<file path="src/rtl/pcs_pkg.sv">
`timescale 1ns / 1ps
// Shared types and constants for the streaming Pearson correlation block.
// No dependencies; every other file in rtl/ imports this package.
package pcs_pkg;

  // Largest number of subject pairs that one vector accumulates.
  localparam int MAX_SAMPLES = 65536;

  // Accumulator widths follow from the sample limit and a dosage of at most two.
  localparam int CNT_W  = $clog2(MAX_SAMPLES + 1);
  localparam int SUM_W  = $clog2(2 * MAX_SAMPLES + 1);
  localparam int SQ_W   = $clog2(4 * MAX_SAMPLES + 1);
  // Variance and covariance terms, and the full products of two of them.
  localparam int VAR_W  = CNT_W + SQ_W;
  localparam int PROD_W = 2 * VAR_W;

  // Q1.15 result and the root search over its magnitude bits.
  localparam int Q_W    = 16;
  localparam int FRAC_W = Q_W - 1;
  localparam int LIM_W  = PROD_W + 2 * FRAC_W;
  localparam int CAND_W = PROD_W + 2 * Q_W;
  localparam int BIT_W  = $clog2(Q_W);

  localparam logic [Q_W-1:0] Q_ONE     = Q_W'(1) << FRAC_W;
  localparam logic [Q_W-1:0] Q_MAX_POS = Q_ONE - Q_W'(1);

  localparam logic [1:0] DOSE_MAX = 2'd2;

  // Vector queue between the accumulator and the arithmetic engine.
  localparam int QUEUE_DEPTH = 2;
  localparam int PTR_W       = $clog2(QUEUE_DEPTH);
  localparam int QCNT_W      = $clog2(QUEUE_DEPTH + 1);

  typedef struct packed {
    logic [1:0] x_value;
    logic [1:0] y_value;
    logic       last_pair;
  } pair_t;

  typedef struct packed {
    logic signed [Q_W-1:0] correlation;
    logic                  undefined;
  } result_t;

  // Closed sums of one vector.
  typedef struct packed {
    logic [CNT_W-1:0] sample_count;
    logic [SUM_W-1:0] sum_x;
    logic [SUM_W-1:0] sum_y;
    logic [SQ_W-1:0]  sum_x_squared;
    logic [SQ_W-1:0]  sum_y_squared;
    logic [SQ_W-1:0]  sum_x_times_y;
    logic             overflow_seen;
  } sums_t;

  typedef struct packed {
    logic full;
    logic empty;
  } qstat_t;

  typedef struct packed {
    logic             start;
    logic [VAR_W-1:0] a;
    logic [VAR_W-1:0] b;
  } mul_req_t;

  typedef struct packed {
    logic              done;
    logic [PROD_W-1:0] product;
  } mul_rsp_t;

  typedef enum logic [2:0] {
    ST_IDLE,
    ST_MUL_START,
    ST_MUL_WAIT,
    ST_CAND,
    ST_CMP,
    ST_OUT
  } state_e;

  // Product sequence of the engine.
  typedef enum logic [2:0] {
    STEP_N_SXX,
    STEP_SX_SX,
    STEP_N_SYY,
    STEP_SY_SY,
    STEP_N_SXY,
    STEP_SX_SY,
    STEP_DEN,
    STEP_NUM
  } mul_step_e;

endpackage

</file>
<file path="src/rtl/pearson_correlation_stream.sv">
`timescale 1ns / 1ps
// Streaming Pearson correlation of paired dosages; uses pcs_pkg, pcs_accum, pcs_queue, pcs_engine.
// Throughput: one pair per cycle into the accumulator while the two-entry vector queue has room.
// Per vector the engine runs up to eight shift-add products (one multiplier bit per cycle; a product
// ends early once no multiplier bits are left) and a 16-bit root search that settles one bit per
// pass through ST_CAND and ST_CMP. Undefined vectors skip the last two products and the search.
// Reset is asynchronous and active low; it clears the sums, the queue and the engine at once.
module pearson_correlation_stream (
  input  logic             clk_i,
  input  logic             rst_ni,
  input  logic             in_valid_i,
  output logic             in_stall_o,
  input  pcs_pkg::pair_t   in_data_i,
  output logic             out_valid_o,
  input  logic             out_stall_i,
  output pcs_pkg::result_t out_data_o
);
  import pcs_pkg::*;

  logic   push, pop;
  sums_t  push_data, head;
  qstat_t qstat;

  // Accumulate pairs and close vectors.
  pcs_accum u_accum (
    .clk_i       (clk_i),
    .rst_ni      (rst_ni),
    .in_valid_i  (in_valid_i),
    .in_stall_o  (in_stall_o),
    .in_data_i   (in_data_i),
    .qstat_i     (qstat),
    .push_o      (push),
    .push_data_o (push_data)
  );

  // Buffer closed vectors.
  pcs_queue u_queue (
    .clk_i       (clk_i),
    .rst_ni      (rst_ni),
    .push_i      (push),
    .push_data_i (push_data),
    .pop_i       (pop),
    .head_o      (head),
    .qstat_o     (qstat)
  );

  // Compute and deliver the coefficient.
  pcs_engine u_engine (
    .clk_i       (clk_i),
    .rst_ni      (rst_ni),
    .qhead_i     (head),
    .qstat_i     (qstat),
    .q_pop_o     (pop),
    .out_valid_o (out_valid_o),
    .out_stall_i (out_stall_i),
    .out_data_o  (out_data_o)
  );

endmodule

</file>
<file path="src/rtl/pcs_accum.sv">
`timescale 1ns / 1ps
// Front end: takes subject pairs and keeps the running count and sums.
// Depends on pcs_pkg; hands closed vectors to pcs_queue.
module pcs_accum (
  input  logic           clk_i,
  input  logic           rst_ni,
  input  logic           in_valid_i,
  output logic           in_stall_o,
  input  pcs_pkg::pair_t in_data_i,
  input  pcs_pkg::qstat_t qstat_i,
  output logic           push_o,
  output pcs_pkg::sums_t push_data_o
);
  import pcs_pkg::*;

  sums_t      acc_q, acc_d, acc_next;
  logic       accept;
  logic [1:0] x_sat, y_sat;
  logic [2:0] x_sq, y_sq, xy;

  // Requests wait while the queue has no room for a closed vector.
  assign in_stall_o = qstat_i.full;
  assign accept     = in_valid_i && !in_stall_o;

  // Clamp the dosages and add the pair unless the count has saturated.
  always_comb begin
    x_sat = (in_data_i.x_value > DOSE_MAX) ? DOSE_MAX : in_data_i.x_value;
    y_sat = (in_data_i.y_value > DOSE_MAX) ? DOSE_MAX : in_data_i.y_value;
    x_sq  = 3'(x_sat) * 3'(x_sat);
    y_sq  = 3'(y_sat) * 3'(y_sat);
    xy    = 3'(x_sat) * 3'(y_sat);
    acc_next = acc_q;
    if (acc_q.sample_count >= CNT_W'(MAX_SAMPLES)) begin
      acc_next.overflow_seen = 1'b1;
    end else begin
      acc_next.sample_count  = acc_q.sample_count + CNT_W'(1);
      acc_next.sum_x         = acc_q.sum_x + SUM_W'(x_sat);
      acc_next.sum_y         = acc_q.sum_y + SUM_W'(y_sat);
      acc_next.sum_x_squared = acc_q.sum_x_squared + SQ_W'(x_sq);
      acc_next.sum_y_squared = acc_q.sum_y_squared + SQ_W'(y_sq);
      acc_next.sum_x_times_y = acc_q.sum_x_times_y + SQ_W'(xy);
    end
  end

  // The last pair closes the vector and clears the sums.
  always_comb begin
    acc_d = acc_q;
    if (accept) begin
      acc_d = in_data_i.last_pair ? '0 : acc_next;
    end
  end

  assign push_o      = accept && in_data_i.last_pair;
  assign push_data_o = acc_next;

  always_ff @(posedge clk_i or negedge rst_ni) begin
    if (!rst_ni) begin
      acc_q <= '0;
    end else begin
      acc_q <= acc_d;
    end
  end

endmodule

</file>
<file path="src/rtl/pcs_queue.sv">
`timescale 1ns / 1ps
// Short queue of closed vectors between the accumulator and the engine.
// Depends on pcs_pkg.
module pcs_queue (
  input  logic            clk_i,
  input  logic            rst_ni,
  input  logic            push_i,
  input  pcs_pkg::sums_t  push_data_i,
  input  logic            pop_i,
  output pcs_pkg::sums_t  head_o,
  output pcs_pkg::qstat_t qstat_o
);
  import pcs_pkg::*;

  sums_t             data_q [QUEUE_DEPTH];
  logic [PTR_W-1:0]  wr_ptr_q, wr_ptr_d, rd_ptr_q, rd_ptr_d;
  logic [QCNT_W-1:0] cnt_q, cnt_d;

  assign head_o        = data_q[rd_ptr_q];
  assign qstat_o.full  = (cnt_q == QCNT_W'(QUEUE_DEPTH));
  assign qstat_o.empty = (cnt_q == '0);

  // Pointer and fill count update.
  always_comb begin
    wr_ptr_d = wr_ptr_q;
    rd_ptr_d = rd_ptr_q;
    cnt_d    = cnt_q;
    if (push_i) begin
      wr_ptr_d = (wr_ptr_q == PTR_W'(QUEUE_DEPTH - 1)) ? '0 : wr_ptr_q + PTR_W'(1);
    end
    if (pop_i) begin
      rd_ptr_d = (rd_ptr_q == PTR_W'(QUEUE_DEPTH - 1)) ? '0 : rd_ptr_q + PTR_W'(1);
    end
    if (push_i && !pop_i) begin
      cnt_d = cnt_q + QCNT_W'(1);
    end else if (pop_i && !push_i) begin
      cnt_d = cnt_q - QCNT_W'(1);
    end
  end

  always_ff @(posedge clk_i or negedge rst_ni) begin
    if (!rst_ni) begin
      wr_ptr_q <= '0;
      rd_ptr_q <= '0;
      cnt_q    <= '0;
    end else begin
      wr_ptr_q <= wr_ptr_d;
      rd_ptr_q <= rd_ptr_d;
      cnt_q    <= cnt_d;
    end
  end

  // Entry storage.
  always_ff @(posedge clk_i) begin
    if (push_i) begin
      data_q[wr_ptr_q] <= push_data_i;
    end
  end

  // The accumulator must hold off while the queue is full.
  assert property (@(posedge clk_i) disable iff (!rst_ni)
    push_i |-> (cnt_q < QCNT_W'(QUEUE_DEPTH)))
    else $error("vector queue written while full");

  // The engine must not take a vector that is not there.
  assert property (@(posedge clk_i) disable iff (!rst_ni)
    pop_i |-> (cnt_q != '0))
    else $error("vector queue read while empty");

endmodule

</file>
<file path="src/rtl/pcs_mul.sv">
`timescale 1ns / 1ps
// Shared shift-and-add multiplier, one multiplier bit per cycle.
// Depends on pcs_pkg; used by pcs_engine.
module pcs_mul (
  input  logic              clk_i,
  input  logic              rst_ni,
  input  pcs_pkg::mul_req_t req_i,
  output pcs_pkg::mul_rsp_t rsp_o
);
  import pcs_pkg::*;

  logic              busy_q;
  logic [PROD_W-1:0] acc_q, a_q;
  logic [VAR_W-1:0]  b_q;

  // Done as soon as no multiplier bits are left.
  assign rsp_o.done    = busy_q && (b_q == '0);
  assign rsp_o.product = acc_q;

  always_ff @(posedge clk_i or negedge rst_ni) begin
    if (!rst_ni) begin
      busy_q <= 1'b0;
    end else if (req_i.start) begin
      busy_q <= 1'b1;
    end else if (rsp_o.done) begin
      busy_q <= 1'b0;
    end
  end

  // Add the shifted multiplicand for each set multiplier bit.
  always_ff @(posedge clk_i) begin
    if (req_i.start) begin
      acc_q <= '0;
      a_q   <= PROD_W'(req_i.a);
      b_q   <= req_i.b;
    end else if (busy_q && (b_q != '0)) begin
      if (b_q[0]) begin
        acc_q <= acc_q + a_q;
      end
      a_q <= a_q << 1;
      b_q <= b_q >> 1;
    end
  end

endmodule

</file>
<file path="src/rtl/pcs_engine.sv">
`timescale 1ns / 1ps
// Back end: forms the variance terms and the bitwise root of r squared.
// Depends on pcs_pkg and pcs_mul; takes vectors from pcs_queue.
module pcs_engine (
  input  logic             clk_i,
  input  logic             rst_ni,
  input  pcs_pkg::sums_t   qhead_i,
  input  pcs_pkg::qstat_t  qstat_i,
  output logic             q_pop_o,
  output logic             out_valid_o,
  input  logic             out_stall_i,
  output pcs_pkg::result_t out_data_o
);
  import pcs_pkg::*;

  state_e            state_q, state_d;
  mul_step_e         step_q, step_d, step_next;
  logic [BIT_W-1:0]  bit_q, bit_d;

  mul_req_t          mul_req;
  mul_rsp_t          mul_rsp;

  sums_t             job_q;
  logic [PROD_W-1:0] tmp_q, den_q;
  logic [VAR_W-1:0]  vx_q, vy_q, mag_q;
  logic              neg_q;
  logic [LIM_W-1:0]  lim_q;
  logic [CAND_W-1:0] p_q, qs_q, d2_q, cand_q;
  logic [Q_W-1:0]    q_q, q_sel, q_clamp, corr_w;
  result_t           res_q;
  logic              undef_w, fit_w, prod_gt;

  pcs_mul u_mul (
    .clk_i  (clk_i),
    .rst_ni (rst_ni),
    .req_i  (mul_req),
    .rsp_o  (mul_rsp)
  );

  assign undef_w = job_q.overflow_seen || (vx_q == '0) || (vy_q == '0);
  assign prod_gt = mul_rsp.product > tmp_q;

  // Product order through the shared multiplier.
  always_comb begin
    unique case (step_q)
      STEP_N_SXX: step_next = STEP_SX_SX;
      STEP_SX_SX: step_next = STEP_N_SYY;
      STEP_N_SYY: step_next = STEP_SY_SY;
      STEP_SY_SY: step_next = STEP_N_SXY;
      STEP_N_SXY: step_next = STEP_SX_SY;
      STEP_SX_SY: step_next = STEP_DEN;
      STEP_DEN:   step_next = STEP_NUM;
      STEP_NUM:   step_next = STEP_N_SXX;
    endcase
  end

  // Next state.
  always_comb begin
    state_d = state_q;
    step_d  = step_q;
    bit_d   = bit_q;
    unique case (state_q)
      ST_IDLE: begin
        if (!qstat_i.empty) begin
          state_d = ST_MUL_START;
          step_d  = STEP_N_SXX;
        end
      end
      ST_MUL_START: state_d = ST_MUL_WAIT;
      ST_MUL_WAIT: begin
        if (mul_rsp.done) begin
          step_d = step_next;
          if ((step_q == STEP_SX_SY) && undef_w) begin
            state_d = ST_OUT;
          end else if (step_q == STEP_NUM) begin
            state_d = ST_CAND;
            bit_d   = BIT_W'(Q_W - 1);
          end else begin
            state_d = ST_MUL_START;
          end
        end
      end
      ST_CAND: state_d = ST_CMP;
      ST_CMP: begin
        if (bit_q == '0) begin
          state_d = ST_OUT;
        end else begin
          state_d = ST_CAND;
          bit_d   = bit_q - BIT_W'(1);
        end
      end
      ST_OUT: begin
        if (!out_stall_i) begin
          state_d = ST_IDLE;
        end
      end
      default: state_d = ST_IDLE;
    endcase
  end

  // Outputs and multiplier operands.
  always_comb begin
    q_pop_o       = (state_q == ST_IDLE) && !qstat_i.empty;
    out_valid_o   = (state_q == ST_OUT);
    out_data_o    = res_q;
    mul_req.start = (state_q == ST_MUL_START);
    unique case (step_q)
      STEP_N_SXX: begin
        mul_req.a = VAR_W'(job_q.sample_count);
        mul_req.b = VAR_W'(job_q.sum_x_squared);
      end
      STEP_SX_SX: begin
        mul_req.a = VAR_W'(job_q.sum_x);
        mul_req.b = VAR_W'(job_q.sum_x);
      end
      STEP_N_SYY: begin
        mul_req.a = VAR_W'(job_q.sample_count);
        mul_req.b = VAR_W'(job_q.sum_y_squared);
      end
      STEP_SY_SY: begin
        mul_req.a = VAR_W'(job_q.sum_y);
        mul_req.b = VAR_W'(job_q.sum_y);
      end
      STEP_N_SXY: begin
        mul_req.a = VAR_W'(job_q.sample_count);
        mul_req.b = VAR_W'(job_q.sum_x_times_y);
      end
      STEP_SX_SY: begin
        mul_req.a = VAR_W'(job_q.sum_x);
        mul_req.b = VAR_W'(job_q.sum_y);
      end
      STEP_DEN: begin
        mul_req.a = vx_q;
        mul_req.b = vy_q;
      end
      STEP_NUM: begin
        mul_req.a = mag_q;
        mul_req.b = mag_q;
      end
    endcase
  end

  // One root bit: keep it if its trial square still fits under the limit.
  always_comb begin
    fit_w   = (cand_q <= CAND_W'(lim_q));
    q_sel   = fit_w ? (q_q | (Q_W'(1) << bit_q)) : q_q;
    q_clamp = (q_sel > Q_ONE) ? Q_ONE : q_sel;
    if (neg_q) begin
      corr_w = Q_W'(0) - q_clamp;
    end else begin
      corr_w = (q_clamp > Q_MAX_POS) ? Q_MAX_POS : q_clamp;
    end
  end

  always_ff @(posedge clk_i or negedge rst_ni) begin
    if (!rst_ni) begin
      state_q <= ST_IDLE;
      step_q  <= STEP_N_SXX;
      bit_q   <= '0;
    end else begin
      state_q <= state_d;
      step_q  <= step_d;
      bit_q   <= bit_d;
    end
  end

  // Datapath registers.
  always_ff @(posedge clk_i) begin
    if (q_pop_o) begin
      job_q <= qhead_i;
    end
    if ((state_q == ST_MUL_WAIT) && mul_rsp.done) begin
      unique case (step_q)
        STEP_N_SXX, STEP_N_SYY, STEP_N_SXY: tmp_q <= mul_rsp.product;
        STEP_SX_SX: vx_q <= VAR_W'(tmp_q - mul_rsp.product);
        STEP_SY_SY: vy_q <= VAR_W'(tmp_q - mul_rsp.product);
        STEP_SX_SY: begin
          neg_q <= prod_gt;
          mag_q <= prod_gt ? VAR_W'(mul_rsp.product - tmp_q)
                           : VAR_W'(tmp_q - mul_rsp.product);
          if (undef_w) begin
            res_q.correlation <= '0;
            res_q.undefined   <= 1'b1;
          end
        end
        STEP_DEN: den_q <= mul_rsp.product;
        STEP_NUM: begin
          lim_q <= LIM_W'(mul_rsp.product) << (2 * FRAC_W);
          d2_q  <= CAND_W'(den_q) << (2 * FRAC_W);
          p_q   <= '0;
          qs_q  <= '0;
          q_q   <= '0;
        end
      endcase
    end
    // Trial value (q + 2^b)^2 * den from the running terms.
    if (state_q == ST_CAND) begin
      cand_q <= p_q + qs_q + d2_q;
    end
    if (state_q == ST_CMP) begin
      if (fit_w) begin
        p_q  <= cand_q;
        qs_q <= (qs_q >> 1) + d2_q;
      end else begin
        qs_q <= qs_q >> 1;
      end
      d2_q <= d2_q >> 2;
      q_q  <= q_sel;
      if (bit_q == '0) begin
        res_q.correlation <= corr_w;
        res_q.undefined   <= 1'b0;
      end
    end
  end

  // Multiplier completions arrive only while the sequencer waits for them.
  assert property (@(posedge clk_i) disable iff (!rst_ni)
    mul_rsp.done |-> (state_q == ST_MUL_WAIT))
    else $error("multiplier completion outside the wait state");

  // The accepted square never passes the limit during the root search.
  assert property (@(posedge clk_i) disable iff (!rst_ni)
    (state_q == ST_CAND) |-> (p_q <= CAND_W'(lim_q)))
    else $error("root search kept a bit that overshoots");

  // An undefined result always carries a zero coefficient.
  assert property (@(posedge clk_i) disable iff (!rst_ni)
    ((state_q == ST_OUT) && res_q.undefined) |-> (res_q.correlation == '0))
    else $error("undefined result with nonzero coefficient");

endmodule
</file>
<file path="config.mk">
export PLATFORM = sky130hd
export DESIGN_NAME = pearson_correlation_stream
export DESIGN_NICKNAME = d
export VERILOG_FILES = /design/src/rtl/pcs_pkg.sv /design/src/rtl/pearson_correlation_stream.sv /design/src/rtl/pcs_accum.sv /design/src/rtl/pcs_queue.sv /design/src/rtl/pcs_mul.sv /design/src/rtl/pcs_engine.sv
export SDC_FILE = /design/constraint.sdc
export NUM_CORES = 2
export LEC_CHECK = 0
export ABC_AREA = 1
export BUFFER_PORTS_ARGS = -buffer_cell sky130_fd_sc_hd__buf_2
export CAP_MARGIN = 10
export CELL_PAD_IN_SITES_DETAIL_PLACEMENT = 2
export CELL_PAD_IN_SITES_GLOBAL_PLACEMENT = 2
export CORE_ASPECT_RATIO = 0.6
export CORE_MARGIN = 2
export CORE_UTILIZATION = 42
export CTS_BUF_LIST = sky130_fd_sc_hd__clkbuf_8
export CTS_CLUSTER_DIAMETER = 40
export CTS_CLUSTER_SIZE = 25
export DETAILED_ROUTE_END_ITERATION = 16
export PLACE_DENSITY = 0.81
export SYNTH_ARGS = -nofsm -noshare
export SYNTH_HDL_FRONTEND = slang
export SYNTH_SLANG_ARGS = --single-unit
</file>
<file path="constraint.sdc">
create_clock -name clk_i -period 14 [get_ports clk_i]
set_clock_uncertainty 0.1 [all_clocks]
set_input_delay 2.8 -clock clk_i [delete_from_list [all_inputs] [get_ports clk_i]]
set_output_delay 2.8 -clock clk_i [all_outputs]
set_load 0.02 [all_outputs]
</file>
==> summary.txt <==
Timing
  – Fmax: 160 MHz
  – Final Hold Vio Count: 0
  – Worst Setup Slack, final: slightly below 8000 ps
  – Min Tclk post-route: 6240 ps
  – Setup Viol. Count Final: 0
  – Final hold slack: 368 ps
  – Worst Tran Pin Value: ~1500 ps
  – Relative slew slack: 1.90%
  – Max-slew violations: 0
  – Share of the clock period used by the worst path: 44.5%
  – RSZ-0062 raised after global routing: no
  – TNS Setup: 0 ps

Global route
  – Vias in the first global route: 76495
  – First-pass GRT wire length: 536000 µm
  – GR Overflow Total: 0
  – Initial antenna violation count: 26
  – Largest net degree at the start of global routing: 138
  – Total Routing Usage GR: 35.8%

Synth
  – Mapped Area: between 0.08 and 0.09 mm²
  – Synth Instances: 9683
  – Synth warn: 0
  – Compound-cell area share of the yosys netlist: 14.5%
  – Asr flop ratio synth: 8.93%
  – Simple-gate portion of the synthesized area: between 10% and 20%
  – Seq/Total Area, Yosys: between 40% and 50%
  – Number of flops mapped to enable cells by yosys: 1056
  – Syn avg cell area: 8.62 µm²
  – Post-synthesis xor/xnor area fraction: 4.00%
  – Largest family of logic cells by synthesized area: simple AND/OR/NAND/NOR gates
  – Seq cells post-synth: approximately 1400
  – Main synth FF type: edfxtp_1
  – Post-Synth Adder-Cell Area: under 10%
  – Post-synthesis mux area share: 0%
  – Synthesized net count: 10285
  – Unique masters post-synth: 73

CTS
  – Root Buffer: clkbuf_8
  – Worst-Skew Late Latency: 1010 ps
  – CTS Sinks: 1411
  – Max clock buf depth: 4
  – Postcts setup bufs: 0
  – CTS H-tree depth: 4
  – Clock slew at reported path FFs: 100 ps
  – CTS tree: yes
  – Post-CTS sizing: 0
  – Num CTS Buffers: 189
  – Cts hold-fix bufs: 0

Floorplan
  – Ports: 28
  – # rows: 126
  – Core Footprint: 0.197 mm²
  – Die Height: 349 µm
  – Die width: 580 µm
  – Initial core utilization: 42.4%
  – Total Die Area: 0.203 mm²

Power and ir drop
  – Leak Pwr: just over 0.04 µW
  – Power per cell area: 95.5 mW/mm²
  – Max VDD drop: slightly below 80 µV
  – Power Total: 8690 µW

Setup path
  – Most frequent CP cell: nand2_1
  – Crit Path Max Fanout: 114
  – WP data required: 14800 ps
  – CP Cell Sequence: ha_1, nand2_1, nor2_1, nand4_1, nor3b_2, nand2_1, nand2_2, nand2_8, a21oi_1, nor2_1, nand2_1, nor2_1, nand2_1, nand2_2, o21ai_0, inv_1, nand2_1, nand2_1, nor2_1, nand2_1, nor2_1, nor2_1
  – CP max stage delay: 860 ps
  – Critical Path AT: 7030 ps
  – Worst setup path class: register to register
  – Crit. End Element: register
  – Startpoint types: register
  – Slowest cell on crit path: nor3b_2
  – Crit path max-delay family: simple AND/OR/NAND/NOR gates
  – Crit path buf inv count: 1

Cells and area
  – Share of layout cells above drive strength 1: around 5.6%
  – Final net count: 10340
  – Layout filler cell count: 21746
  – Most frequent cells in the layout: nand2_1 (1983), inv_1 (1483), edfxtp_1 (1056)
  – Most common cell after layout, fill and taps aside: nand2_1
  – Area growth syn-to-layout: 9.01%

Drt
  – TritonRoute pass-1 iters: 5
  – Wire per inst: around 30 µm
  – Vias/cell: 5.94
  – Remaining DRCs: 0
  – DR vias: 74356
  – Final wirelength: ~370000 µm
  – 1st-iter DRT viols: 8774
  – Post-route ant nets: 0

Hold path
  – Hold/Removal Path Class: register to register

Placed design
  – Hpwl dp: 293000 µm
  – Pre-CTS setup slack: 7530 ps
  – Placer Congestion: 0.994
  – IO Port Bufs: 27

Status
  – Outcome: finished, violations left
  – Failing checks: capacitance limit

Run
  – Max Cap Viol: 1
[metal layers]
| layer | part of all wire [%] | GRT usage, % | routed length, µm |
|---|---|---|---|
| met1 | 49 | 56.6 | 181000 |
| met2 | 37 | 46.4 | 138000 |
| met3 | 12 | 12.2 | 45100 |
| met4 | 1.7 | 5.94 | 6150 |
| met5 | 0.020 | 0 | 75 |
[synth_stat cells (7+ instances only)]
cell type	count	area share, %
nand2_1	1986	8.9
inv_1	1469	6.6
edfxtp_1	1056	38
nor2_1	900	4.0
a21oi_1	809	4.8
o21ai_0	684	4.1
ha_1	483	7.2
xor2_1	253	2.7
dfxtp_1	229	5.5
clkbuf_1	220	0.99
nand3_1	193	1.2
a31oi_1	182	1.4
xnor2_1	128	1.3
dfrtp_1	126	3.8
nor3_1	114	0.68
fa_1	110	2.6
nand4_1	85	0.64
o211ai_1	70	0.63
o21ai_1	63	0.38
o21a_1	59	0.53
nor4_1	52	0.39
o22ai_1	48	0.36
o221ai_1	29	0.30
o21bai_1	28	0.25
nand2_2	25	0.19
buf_1	24	0.11
a21o_1	21	0.19
a211oi_1	19	0.17
a22o_1	18	0.19
buf_2	17	0.10
o31ai_1	17	0.15
or2_2	14	0.10
a21boi_0	12	0.11
a21oi_2	12	0.13
a21boi_1	10	0.090
a221oi_1	10	0.10
and2_1	7	0.052
clkinv_1	7	0.031
[per-stage QoR]
stage | util (%) | instance area (µm²) | instances
global placement | 44.0 | 86800 | 12167
detailed placement | 44.0 | 86800 | 12167
CTS | 46.1 | 90900 | 12510
floorplan | - | 83500 | 9683
global route | 46.2 | 91000 | 12515
finish | 46.2 | 91000 | 12519
[logic make-up (layout without fill, tap and decap cells)]
group | after synthesis | count (layout)
AND/OR/NAND/NOR | 3406 | 3406
AO/OA/AOI/OAI | 2145 | 2145
buffers and inverters | 1747 | 1954
flip-flops | 1411 | 1411
adder cells (fa/ha/maj) | 593 | 593
XOR/XNOR | 381 | 381
other | 0 | 5
[worst reg2reg max path, cell delays in order (launching register included)]
cell	delay (ps)
edfxtp_1	470
ha_1	350
nand2_1	90
nor2_1	230
nand4_1	400
nor3b_2	870
nand2_1	200
nand2_2	250
nand2_8	410
a21oi_1	990
nor2_1	90
nand2_1	90
nor2_1	40
nand2_1	90
nand2_2	360
o21ai_0	310
inv_1	120
nand2_1	120
nand2_1	110
nor2_1	170
nand2_1	110
nor2_1	150
nor2_1	60
[layout make-up]
cell class                 instances  area, µm²  share of cell area (%)
sequential                      1411      39500                    43.3
multi-input combinational       6525      37600                    41.3
inverter                        1482       5570                    6.12
tap                             2624       3280                    3.61
clock buffer                     194       2670                    2.93
clock inverter                   149       1470                    1.61
timing repair buffer             129        973                    1.07
antenna                            5       12.5                  0.0137
[power breakdown]
part,internal (µW),leakage [µW],total (µW),switching (µW)
Clock,1630,0.00215,3670,2040
Sequential,4600,0.0132,4660,60.6
Combinational,80.1,0.0249,369,289
Total,6310,0.0402,8690,2390
[worst paths after layout]
kind,start,to,slack (ps),cells past startpoint
worst max-delay path,u_engine.cand_q[91],u_engine.out_data_o[14],7760,22
worst min-delay path,u_engine.p_q[103],u_engine.p_q[103],370,2
worst max register to register,u_engine.cand_q[91],u_engine.out_data_o[14],7760,22
worst min register to register,u_engine.p_q[103],u_engine.p_q[103],370,2
max in group asynchronous,rst_ni,u_queue.rd_ptr_q,10220,3
min in group asynchronous,rst_ni,u_accum.acc_q[46],1710,1
[registers in the layout, summed over array words and instances (netlist names), 17 cells and up]
name                  count
u_engine.mag_q           36
u_engine.lim_q           72
u_engine.out_data_o      17
u_engine.cand_q         104
u_engine.tmp_q           72
u_queue.data_q          222
u_engine.p_q            104
u_engine.u_mul.acc_q     72
u_engine.u_mul.b_q       36
u_engine.u_mul.a_q       72
u_accum.acc_q           111
u_engine.job_q          111
u_engine.d2_q           102
u_engine.vx_q            36
u_engine.den_q           72
u_engine.qs_q           104
u_engine.vy_q            36
No activity file was read; power rests on OpenSTA's default activity.
